$ cat src/design/bmt_pkg.sv
`timescale 1ns / 1ps

package bmt_pkg;

   // Band mixing configuration.
   localparam int BAND_COUNT       = 3;
   localparam int WEIGHT_FRAC_BITS = 12;
   localparam int LANES            = 4;

   // Field widths.
   localparam int PIX_W    = 8;
   localparam int WEIGHT_W = 16;
   localparam int ROW_W    = LANES * WEIGHT_W;
   localparam int CNT_W    = 32;
   localparam int CSR_IDX_W = 8;

   // A weight times a zero-extended pixel, and the sum of four of them plus one half.
   localparam int PROD_W = WEIGHT_W + PIX_W + 1;
   localparam int SUM_W  = PROD_W + 3;

   localparam int PIX_MAX  = 255;
   localparam int PIX_SPAN = 256;

   // Register indexes of the weight rows.
   typedef enum logic [CSR_IDX_W-1:0] {
      CSR_WEIGHT_ROW0 = 8'd0,
      CSR_WEIGHT_ROW1 = 8'd1,
      CSR_WEIGHT_ROW2 = 8'd2,
      CSR_WEIGHT_ROW3 = 8'd3
   } csr_index_type;

   localparam logic [CSR_IDX_W-1:0] CSR_COUNT = CSR_IDX_W'(LANES);

   // Identity matrix after reset: 1.0 on the diagonal.
   localparam logic [ROW_W-1:0] WEIGHT_ROW0_RESET = 64'd4096;
   localparam logic [ROW_W-1:0] WEIGHT_ROW1_RESET = 64'd268435456;
   localparam logic [ROW_W-1:0] WEIGHT_ROW2_RESET = 64'd17592186044416;
   localparam logic [ROW_W-1:0] WEIGHT_ROW3_RESET = 64'd1152921504606846976;

   typedef logic signed [PROD_W-1:0] prod_type;
   typedef logic signed [SUM_W-1:0]  sum_type;

endpackage

$ cat src/design/bmt_req_if.sv
`timescale 1ns / 1ps

interface bmt_req_if;
   logic       valid;
   logic       ready;
   logic [7:0] pixel_band0;
   logic [7:0] pixel_band1;
   logic [7:0] pixel_band2;
   logic [7:0] pixel_band3;

   modport source (output valid, pixel_band0, pixel_band1, pixel_band2, pixel_band3,
                   input ready);
   modport sink   (input valid, pixel_band0, pixel_band1, pixel_band2, pixel_band3,
                   output ready);
endinterface

$ cat src/design/bmt_rsp_if.sv
`timescale 1ns / 1ps

interface bmt_rsp_if;
   logic        valid;
   logic        ready;
   logic [7:0]  out_band0;
   logic [7:0]  out_band1;
   logic [7:0]  out_band2;
   logic [7:0]  out_band3;
   logic [3:0]  overflow_mask;
   logic [3:0]  underflow_mask;
   logic [31:0] overflow_total;
   logic [31:0] underflow_total;

   modport source (output valid, out_band0, out_band1, out_band2, out_band3,
                   overflow_mask, underflow_mask, overflow_total, underflow_total,
                   input ready);
   modport sink   (input valid, out_band0, out_band1, out_band2, out_band3,
                   overflow_mask, underflow_mask, overflow_total, underflow_total,
                   output ready);
endinterface

$ cat src/design/band_matrix_transform.sv
`timescale 1ns / 1ps

// Channel   Direction  Handshake      Payload
// req_ch    in         valid/ready    pixel_band0..3
// rsp_ch    out        valid/ready    out_band0..3, clamp masks, clamp totals
// csr_*     in         write enable   weight_row0..3 (index 0..3)
//
// One pixel is taken per clock while the pipeline is not stalled; its result passes both stages.
// Stage one registers the sixteen weight-by-pixel products, stage two registers the
// rounded and clamped sums together with the clamp counters.
// Reset clears both valid flags and the counters and loads the identity matrix.
// Each stage holds while the one after it is full and stalled, so one more pixel is
// taken while a finished result waits, and then the input stalls until it moves on.

module band_matrix_transform (
   input  logic                              clock,
   input  logic                              reset,
   bmt_req_if.sink                           req_ch,
   bmt_rsp_if.source                         rsp_ch,
   input  logic                              csr_write_en,
   input  logic [bmt_pkg::CSR_IDX_W-1:0]     csr_index,
   input  logic [bmt_pkg::ROW_W-1:0]         csr_data
);
   import bmt_pkg::*;

   localparam sum_type HALF        = SUM_W'(1 << (WEIGHT_FRAC_BITS - 1));
   localparam sum_type OVER_LIMIT  = SUM_W'(PIX_SPAN * (1 << WEIGHT_FRAC_BITS));
   localparam sum_type UNDER_LIMIT = -SUM_W'(1 << WEIGHT_FRAC_BITS);

   logic [ROW_W-1:0]  weight_row_ff [LANES];
   logic [PIX_W-1:0]  pixel         [LANES];

   logic              s1_valid_ff;
   prod_type          s1_prod_in    [LANES][LANES];
   prod_type          s1_prod_ff    [LANES][LANES];

   logic              rsp_valid_ff;
   logic [PIX_W-1:0]  band_in       [LANES];
   logic [PIX_W-1:0]  band_ff       [LANES];
   logic [LANES-1:0]  ovf_mask_in, ovf_mask_ff;
   logic [LANES-1:0]  unf_mask_in, unf_mask_ff;
   logic [CNT_W-1:0]  ovf_count_in, ovf_count_ff;
   logic [CNT_W-1:0]  unf_count_in, unf_count_ff;
   logic [CNT_W:0]    ovf_sum, unf_sum;
   sum_type           band_sum      [LANES];

   logic              s1_load;
   logic              s2_load;

   // Weight rows, written through the configuration port.
   always_ff @(posedge clock) begin
      if (reset) begin
         weight_row_ff[0] <= WEIGHT_ROW0_RESET;
         weight_row_ff[1] <= WEIGHT_ROW1_RESET;
         weight_row_ff[2] <= WEIGHT_ROW2_RESET;
         weight_row_ff[3] <= WEIGHT_ROW3_RESET;
      end else if (csr_write_en && (csr_index < CSR_COUNT)) begin
         weight_row_ff[csr_index[1:0]] <= csr_data;
      end
   end

   // Flow control: each stage loads when it is empty or its contents move on.
   assign s2_load      = s1_valid_ff && (!rsp_valid_ff || rsp_ch.ready);
   assign req_ch.ready = !s1_valid_ff || s2_load;
   assign s1_load      = req_ch.valid && req_ch.ready;

   assign pixel[0] = req_ch.pixel_band0;
   assign pixel[1] = req_ch.pixel_band1;
   assign pixel[2] = req_ch.pixel_band2;
   assign pixel[3] = req_ch.pixel_band3;

   // Stage one: one product per weight lane; lanes beyond the band count are zero.
   always_comb begin
      for (int b = 0; b < LANES; b++) begin
         for (int i = 0; i < LANES; i++) begin
            if (b < BAND_COUNT && i < BAND_COUNT) begin
               s1_prod_in[b][i] = $signed(weight_row_ff[b][i*WEIGHT_W +: WEIGHT_W])
                                * $signed({1'b0, pixel[i]});
            end else begin
               s1_prod_in[b][i] = '0;
            end
         end
      end
   end

   always_ff @(posedge clock) begin
      if (reset) begin
         s1_valid_ff <= 1'b0;
      end else if (s1_load) begin
         s1_valid_ff <= 1'b1;
      end else if (s2_load) begin
         s1_valid_ff <= 1'b0;
      end
   end

   always_ff @(posedge clock) begin
      if (s1_load) begin
         s1_prod_ff <= s1_prod_in;
      end
   end

   // Stage two: add one half, then truncate the fraction, which rounds to nearest, and clamp each band.
   always_comb begin
      for (int b = 0; b < LANES; b++) begin
         band_sum[b] = HALF + SUM_W'(s1_prod_ff[b][0]) + SUM_W'(s1_prod_ff[b][1])
                            + SUM_W'(s1_prod_ff[b][2]) + SUM_W'(s1_prod_ff[b][3]);
         band_in[b]     = '0;
         ovf_mask_in[b] = 1'b0;
         unf_mask_in[b] = 1'b0;
         if (b < BAND_COUNT) begin
            priority if (band_sum[b] >= OVER_LIMIT) begin
               band_in[b]     = PIX_W'(PIX_MAX);
               ovf_mask_in[b] = 1'b1;
            end else if (band_sum[b] <= UNDER_LIMIT) begin
               unf_mask_in[b] = 1'b1;
            end else if (band_sum[b] >= 0) begin
               band_in[b] = band_sum[b][WEIGHT_FRAC_BITS +: PIX_W];
            end else begin
               band_in[b] = '0;
            end
         end
      end
   end

   // Saturating clamp counters; one count for each clamped band.
   always_comb begin
      ovf_sum      = {1'b0, ovf_count_ff} + (CNT_W + 1)'($countones(ovf_mask_in));
      unf_sum      = {1'b0, unf_count_ff} + (CNT_W + 1)'($countones(unf_mask_in));
      ovf_count_in = ovf_sum[CNT_W] ? '1 : ovf_sum[CNT_W-1:0];
      unf_count_in = unf_sum[CNT_W] ? '1 : unf_sum[CNT_W-1:0];
   end

   always_ff @(posedge clock) begin
      if (reset) begin
         rsp_valid_ff <= 1'b0;
         ovf_count_ff <= '0;
         unf_count_ff <= '0;
      end else begin
         if (s2_load) begin
            rsp_valid_ff <= 1'b1;
            ovf_count_ff <= ovf_count_in;
            unf_count_ff <= unf_count_in;
         end else if (rsp_ch.ready) begin
            rsp_valid_ff <= 1'b0;
         end
      end
   end

   always_ff @(posedge clock) begin
      if (s2_load) begin
         band_ff     <= band_in;
         ovf_mask_ff <= ovf_mask_in;
         unf_mask_ff <= unf_mask_in;
      end
   end

   // Result channel.
   assign rsp_ch.valid           = rsp_valid_ff;
   assign rsp_ch.out_band0       = band_ff[0];
   assign rsp_ch.out_band1       = band_ff[1];
   assign rsp_ch.out_band2       = band_ff[2];
   assign rsp_ch.out_band3       = band_ff[3];
   assign rsp_ch.overflow_mask   = ovf_mask_ff;
   assign rsp_ch.underflow_mask  = unf_mask_ff;
   assign rsp_ch.overflow_total  = ovf_count_ff;
   assign rsp_ch.underflow_total = unf_count_ff;

`ifndef SYNTHESIS
   // A band cannot be clamped both ways in the same transfer.
   a_mask_disjoint: assert property (@(posedge clock) disable iff (reset)
      rsp_valid_ff |-> ((ovf_mask_ff & unf_mask_ff) == '0))
      else $error("overflow and underflow flagged on the same band");

   // An overflowed band zero always reads full scale.
   a_ovf_full_scale: assert property (@(posedge clock) disable iff (reset)
      (rsp_valid_ff && ovf_mask_ff[0]) |-> (band_ff[0] == PIX_W'(PIX_MAX)))
      else $error("overflowed band is not full scale");

   // Counters never go backwards.
   a_count_monotonic: assert property (@(posedge clock) disable iff (reset)
      s2_load |=> (ovf_count_ff >= $past(ovf_count_ff))
                  && (unf_count_ff >= $past(unf_count_ff)))
      else $error("clamp counter went backwards");

   // The overflow count grows by the number of flagged bands unless saturated.
   a_count_step: assert property (@(posedge clock) disable iff (reset)
      s2_load |=> (ovf_count_ff == ($past(ovf_count_ff)
                                    + CNT_W'($countones(ovf_mask_ff))))
                  || (ovf_count_ff == '1))
      else $error("overflow count does not match the flagged bands");
`endif

endmodule

$ cat src/flat_wrapper.sv
// flat-port wrapper written by rule: the top's interface ports become plain ports
module band_matrix_transform_flat import bmt_pkg::*;
  (clock, reset, csr_write_en, csr_index, csr_data, req_ch_valid, req_ch_pixel_band0, req_ch_pixel_band1, req_ch_pixel_band2, req_ch_pixel_band3, req_ch_ready, rsp_ch_valid, rsp_ch_out_band0, rsp_ch_out_band1, rsp_ch_out_band2, rsp_ch_out_band3, rsp_ch_overflow_mask, rsp_ch_underflow_mask, rsp_ch_overflow_total, rsp_ch_underflow_total, rsp_ch_ready);
  bmt_req_if req_ch_i ();
  bmt_rsp_if rsp_ch_i ();
  input  logic clock;
  input  logic reset;
  input  logic csr_write_en;
  input  logic [bmt_pkg::CSR_IDX_W-1:0] csr_index;
  input  logic [bmt_pkg::ROW_W-1:0] csr_data;
  input wire logic [$bits(req_ch_i.valid)-1:0] req_ch_valid;
  input wire logic [$bits(req_ch_i.pixel_band0)-1:0] req_ch_pixel_band0;
  input wire logic [$bits(req_ch_i.pixel_band1)-1:0] req_ch_pixel_band1;
  input wire logic [$bits(req_ch_i.pixel_band2)-1:0] req_ch_pixel_band2;
  input wire logic [$bits(req_ch_i.pixel_band3)-1:0] req_ch_pixel_band3;
  output wire logic [$bits(req_ch_i.ready)-1:0] req_ch_ready;
  output wire logic [$bits(rsp_ch_i.valid)-1:0] rsp_ch_valid;
  output wire logic [$bits(rsp_ch_i.out_band0)-1:0] rsp_ch_out_band0;
  output wire logic [$bits(rsp_ch_i.out_band1)-1:0] rsp_ch_out_band1;
  output wire logic [$bits(rsp_ch_i.out_band2)-1:0] rsp_ch_out_band2;
  output wire logic [$bits(rsp_ch_i.out_band3)-1:0] rsp_ch_out_band3;
  output wire logic [$bits(rsp_ch_i.overflow_mask)-1:0] rsp_ch_overflow_mask;
  output wire logic [$bits(rsp_ch_i.underflow_mask)-1:0] rsp_ch_underflow_mask;
  output wire logic [$bits(rsp_ch_i.overflow_total)-1:0] rsp_ch_overflow_total;
  output wire logic [$bits(rsp_ch_i.underflow_total)-1:0] rsp_ch_underflow_total;
  input wire logic [$bits(rsp_ch_i.ready)-1:0] rsp_ch_ready;
  assign req_ch_i.valid = req_ch_valid;
  assign req_ch_i.pixel_band0 = req_ch_pixel_band0;
  assign req_ch_i.pixel_band1 = req_ch_pixel_band1;
  assign req_ch_i.pixel_band2 = req_ch_pixel_band2;
  assign req_ch_i.pixel_band3 = req_ch_pixel_band3;
  assign req_ch_ready = req_ch_i.ready;
  assign rsp_ch_valid = rsp_ch_i.valid;
  assign rsp_ch_out_band0 = rsp_ch_i.out_band0;
  assign rsp_ch_out_band1 = rsp_ch_i.out_band1;
  assign rsp_ch_out_band2 = rsp_ch_i.out_band2;
  assign rsp_ch_out_band3 = rsp_ch_i.out_band3;
  assign rsp_ch_overflow_mask = rsp_ch_i.overflow_mask;
  assign rsp_ch_underflow_mask = rsp_ch_i.underflow_mask;
  assign rsp_ch_overflow_total = rsp_ch_i.overflow_total;
  assign rsp_ch_underflow_total = rsp_ch_i.underflow_total;
  assign rsp_ch_i.ready = rsp_ch_ready;
  band_matrix_transform u_core (.clock(clock), .reset(reset), .req_ch(req_ch_i), .rsp_ch(rsp_ch_i), .csr_write_en(csr_write_en), .csr_index(csr_index), .csr_data(csr_data));
endmodule
$ cat config.mk
export PLATFORM = sky130hd
export DESIGN_NAME = band_matrix_transform_flat
export DESIGN_NICKNAME = d
export VERILOG_FILES = /design/src/design/bmt_pkg.sv /design/src/design/bmt_req_if.sv /design/src/design/bmt_rsp_if.sv /design/src/design/band_matrix_transform.sv /design/src/flat_wrapper.sv
export SDC_FILE = /design/constraint.sdc
export NUM_CORES = 2
export LEC_CHECK = 0
export ABC_AREA = 1
export BUFFER_PORTS_ARGS = -buffer_cell sky130_fd_sc_hd__buf_2
export CORE_UTILIZATION = 25
export CTS_BUF_LIST = sky130_fd_sc_hd__clkbuf_2
export CTS_CLUSTER_SIZE = 25
export DETAILED_ROUTE_END_ITERATION = 10
export HOLD_SLACK_MARGIN = 0.05
export PLACE_DENSITY = 0.39
export SLEW_MARGIN = 20
export SYNTH_ARGS = -nofsm -noshare
export SYNTH_HDL_FRONTEND = slang
export SYNTH_SLANG_ARGS = --single-unit
$ cat constraint.sdc
create_clock -name clock -period 19 [get_ports clock]
set_input_delay 0.95 -clock clock [delete_from_list [all_inputs] [get_ports clock]]
set_output_delay 0.95 -clock clock [all_outputs]
set_load 0.05 [all_outputs]
==> out/qor.csv <==
stage,metric,value,unit
timing,achievable frequency,0.123,GHz
global_route,gr ovfl total,0,
critical_path,worst r2r src,u_core.s1_prod_ff[379],
critical_path,worst path required time,20.42,ns
synthesis,register area share after synthesis,18.8,%
cells_and_area,"commonest non-fill, non-tap cells in the layout","inv_1 (2480), nand2_1 (2212), fa_1 (927), ha_1 (692), nor2_1 (453)",
cts,Post-CTS Setup Repair Bufs,0,
cells_and_area,final net count,10898,
cts,later-pin clock latency in the skew report,1.48,ns
synthesis,synthesized area,0.0707,mm^2
route,ANT nets after route,0,
synthesis,Cells after Synth,9028,
critical_path,WS Path Type,reg -> reg,
route,drt wl/cell,15.9,um
cells_and_area,layout cell share with drive strength beyond 1,5.24,%
route,# DRC,0,
synthesis,"EDFF count, synth",399,
timing,Final Critical Period,8.13,ns
global_route,first-pass GRT wire length,329000,um
timing,Tightest Pin Transition,1.03,ns
global_route,vias in the first global route,58599,
cells_and_area,Area growth syn-to-layout,9.08,%
placement,Buffers on Ports,180,
cts,CTS H-tree lvls,4,
worst_hold_path,hold depth,4,
timing,Final Setup Violations,0,
worst_hold_path,hold path startpoint,csr_data[46],
timing,endpoints failing hold,0,
route,vias per cell,4.22,
global_route,total global-route track usage,14.7,%
route,first drt pass iteration count,5,
global_route,initial antenna violation count,16,
critical_path,CP Max Fanout,17,
worst_hold_path,worst min-delay path class,in -> reg,
timing,RSZ-0062 raised after global routing,no,
cells_and_area,Fillers,30765,
placement,Post-DP HPWL,168000,um
critical_path,R2R Setup Slk,10.87,ns
placement,post-place instance area,0.0752,mm^2
synthesis,Ys Warns,0,
die,Die Ht,534,um
critical_path,R2R Path End,u_core.rsp_ch.underflow_total[26],
cells_and_area,utilization after layout,27.5,%
route,total number of vias,54810,
timing,Setup TNS,0,ns
worst_hold_path,Worst Hold Path EP,u_core.weight_row_ff[1][46],
timing,Rel. slew slack,31.5,%
status,status,"complete, no violations",
critical_path,critical path launch point type,flop,
die,IO Count,215,
synthesis,ys async rst share,0,%
cts,"Reg clk slew, reported paths",0.11,ns
cts,Num CTS Buffers,157,
synthesis,Synth Flop Type,edfxtp_1,
global_route,pin count of the biggest net entering global routing,109,
die,core area,0.280,mm^2
die,Initial Util,25.2,%
critical_path,Worst path most repeated cell,nand2_1,
critical_path,CP max stage delay,0.59,ns
critical_path,critical path data arrival time,9.55,ns
critical_path,Crit. End Element,flop,
cts,CTS tree,yes,
placement,Final GP Congestion,0.841,
timing,WHS,0.388,ns
synthesis,Mapped Avg Cell Area,7.83,um^2
route,1st-iter DRT viols,2360,
timing,Fin Clk Skew,0.182,ns
cts,Clock Tree Root,clkbuf_2,
timing,Pins Over Slew Limit,0,
critical_path,Crit-path slowest cell,fa_1,
die,Die ar.,0.285,mm^2
die,Placement Rows,194,
job,Max-Cap Viols,0,
timing,Tcrit/Tclk final,42.8,%
cts,"Hold-fix buffers, CTS",64,
synthesis,Cell variety after synth,63,
cells_and_area,fin area,0.0771,mm^2
die,Die X-Extent,534,um
cells_and_area,"commonest non-fill, non-tap cell in the layout",inv_1,
critical_path,Reg2Reg Depth,41,
cts,CTS max path bufs,4,
cts,clk sink count,465,
route,Post-Route WL,206000,um
cts,Post-CTS Resized,0,
synthesis,Seq cells post-synth,465,
[cells in the mapped netlist, types with 9 or more instances]
master,number,area [um^2]
inv_1,2484,9320
nand2_1,2215,8310
fa_1,927,18600
ha_1,692,8660
nor2_1,454,1700
edfxtp_1,399,12000
a21oi_1,379,1900
xor2_1,212,1860
nand3_1,194,971
o21ai_0,161,806
clkbuf_2,141,706
xnor2_1,139,1220
clkbuf_1,113,424
nand4_1,68,425
dfxtp_1,66,1320
nor3_1,65,325
buf_1,32,120
a21o_1,27,203
a31oi_1,25,156
o21bai_1,24,180
nand3b_1,22,165
nor4_1,20,125
o21a_1,20,150
o21ai_1,17,85.1
buf_4,13,97.6
o211ai_1,13,97.6
and2_1,11,68.8
a21oi_2,9,78.8
[layer usage]
layer	GRT usage, %	vias up	wire length (um)	part of all wire, %
met5	0	-	42	0.020
met4	3.47	6	4380	2.1
met3	1.76	205	6130	3.0
met2	25.9	716	100000	49
met1	19.0	26689	95200	46
li1	-	27194	-	-
[cells by family after synthesis]
family	count (synthesis)	synth area share [%]
DFF	465	18.8
other	1	0.00530
AOI/OAI and AO/OA	718	5.68
xor gates and xnor gates	351	4.35
and+or+nand+nor	3079	17.5
buffers and inverters	2795	15.2
adders and majority gates	1619	38.5
[sequential cells by signal, summed over array words and instances, names as in the netlist]
signal	flops
u_core.rsp_ch.out_band0	8
u_core.rsp_ch.out_band1	8
u_core.rsp_ch.out_band2	8
u_core.rsp_ch.overflow_mask	3
u_core.rsp_ch.overflow_total	32
u_core.rsp_ch.underflow_mask	3
u_core.rsp_ch.underflow_total	32
u_core.rsp_ch.valid	1
u_core.s1_prod_ff	225
u_core.s1_valid_ff	1
u_core.weight_row_ff	144
[per-stage QoR]
stage	worst slack, ns	instances
floorplan	12.56	9037
global placement	10.71	12671
detailed placement	10.77	12671
CTS	10.82	12993
global route	10.24	12998
finish	10.87	13003
[area by class of cell]
type	count	area (um^2)	area share, %
timing repair buffer	280	1810	2.35
antenna	10	25.0	0.0324
multi-input combinational	5777	46700	60.6
clock buffer	201	1010	1.30
sequential	465	13300	17.2
inverter	2489	9350	12.1
clock inverter	57	258	0.334
tap	3724	4660	6.04
[critical path, delay by kind of cell, from the launching register on]
family / cells / cell delay, ns
buffers and inverters: 3 / 0.45
flip-flops: 1 / 0.44
AO/OA/AOI/OAI: 9 / 1.75
AND/OR/NAND/NOR: 23 / 3.20
adder cells (fa/ha/maj): 6 / 2.30
[worst max path at each step]
stage | from | to | slack (ns)
2_1_floorplan | rsp_ch_ready | u_core.s1_prod_ff[125] | 12.56
3_3_place_gp | u_core.s1_prod_ff[379] | u_core.rsp_ch.underflow_total[26] | 10.71
3_5_place_dp | u_core.s1_prod_ff[379] | u_core.rsp_ch.underflow_total[26] | 10.77
4_1_cts | u_core.s1_prod_ff[379] | u_core.rsp_ch.underflow_total[26] | 10.82
5_1_grt | u_core.s1_prod_ff[354] | u_core.rsp_ch.underflow_total[26] | 10.24
6_report | u_core.s1_prod_ff[379] | u_core.rsp_ch.underflow_total[26] | 10.87
Power is left out: the tool's default activity adds up to more than one toggle a clock period on the data nets, which glitch-free logic cannot reach.
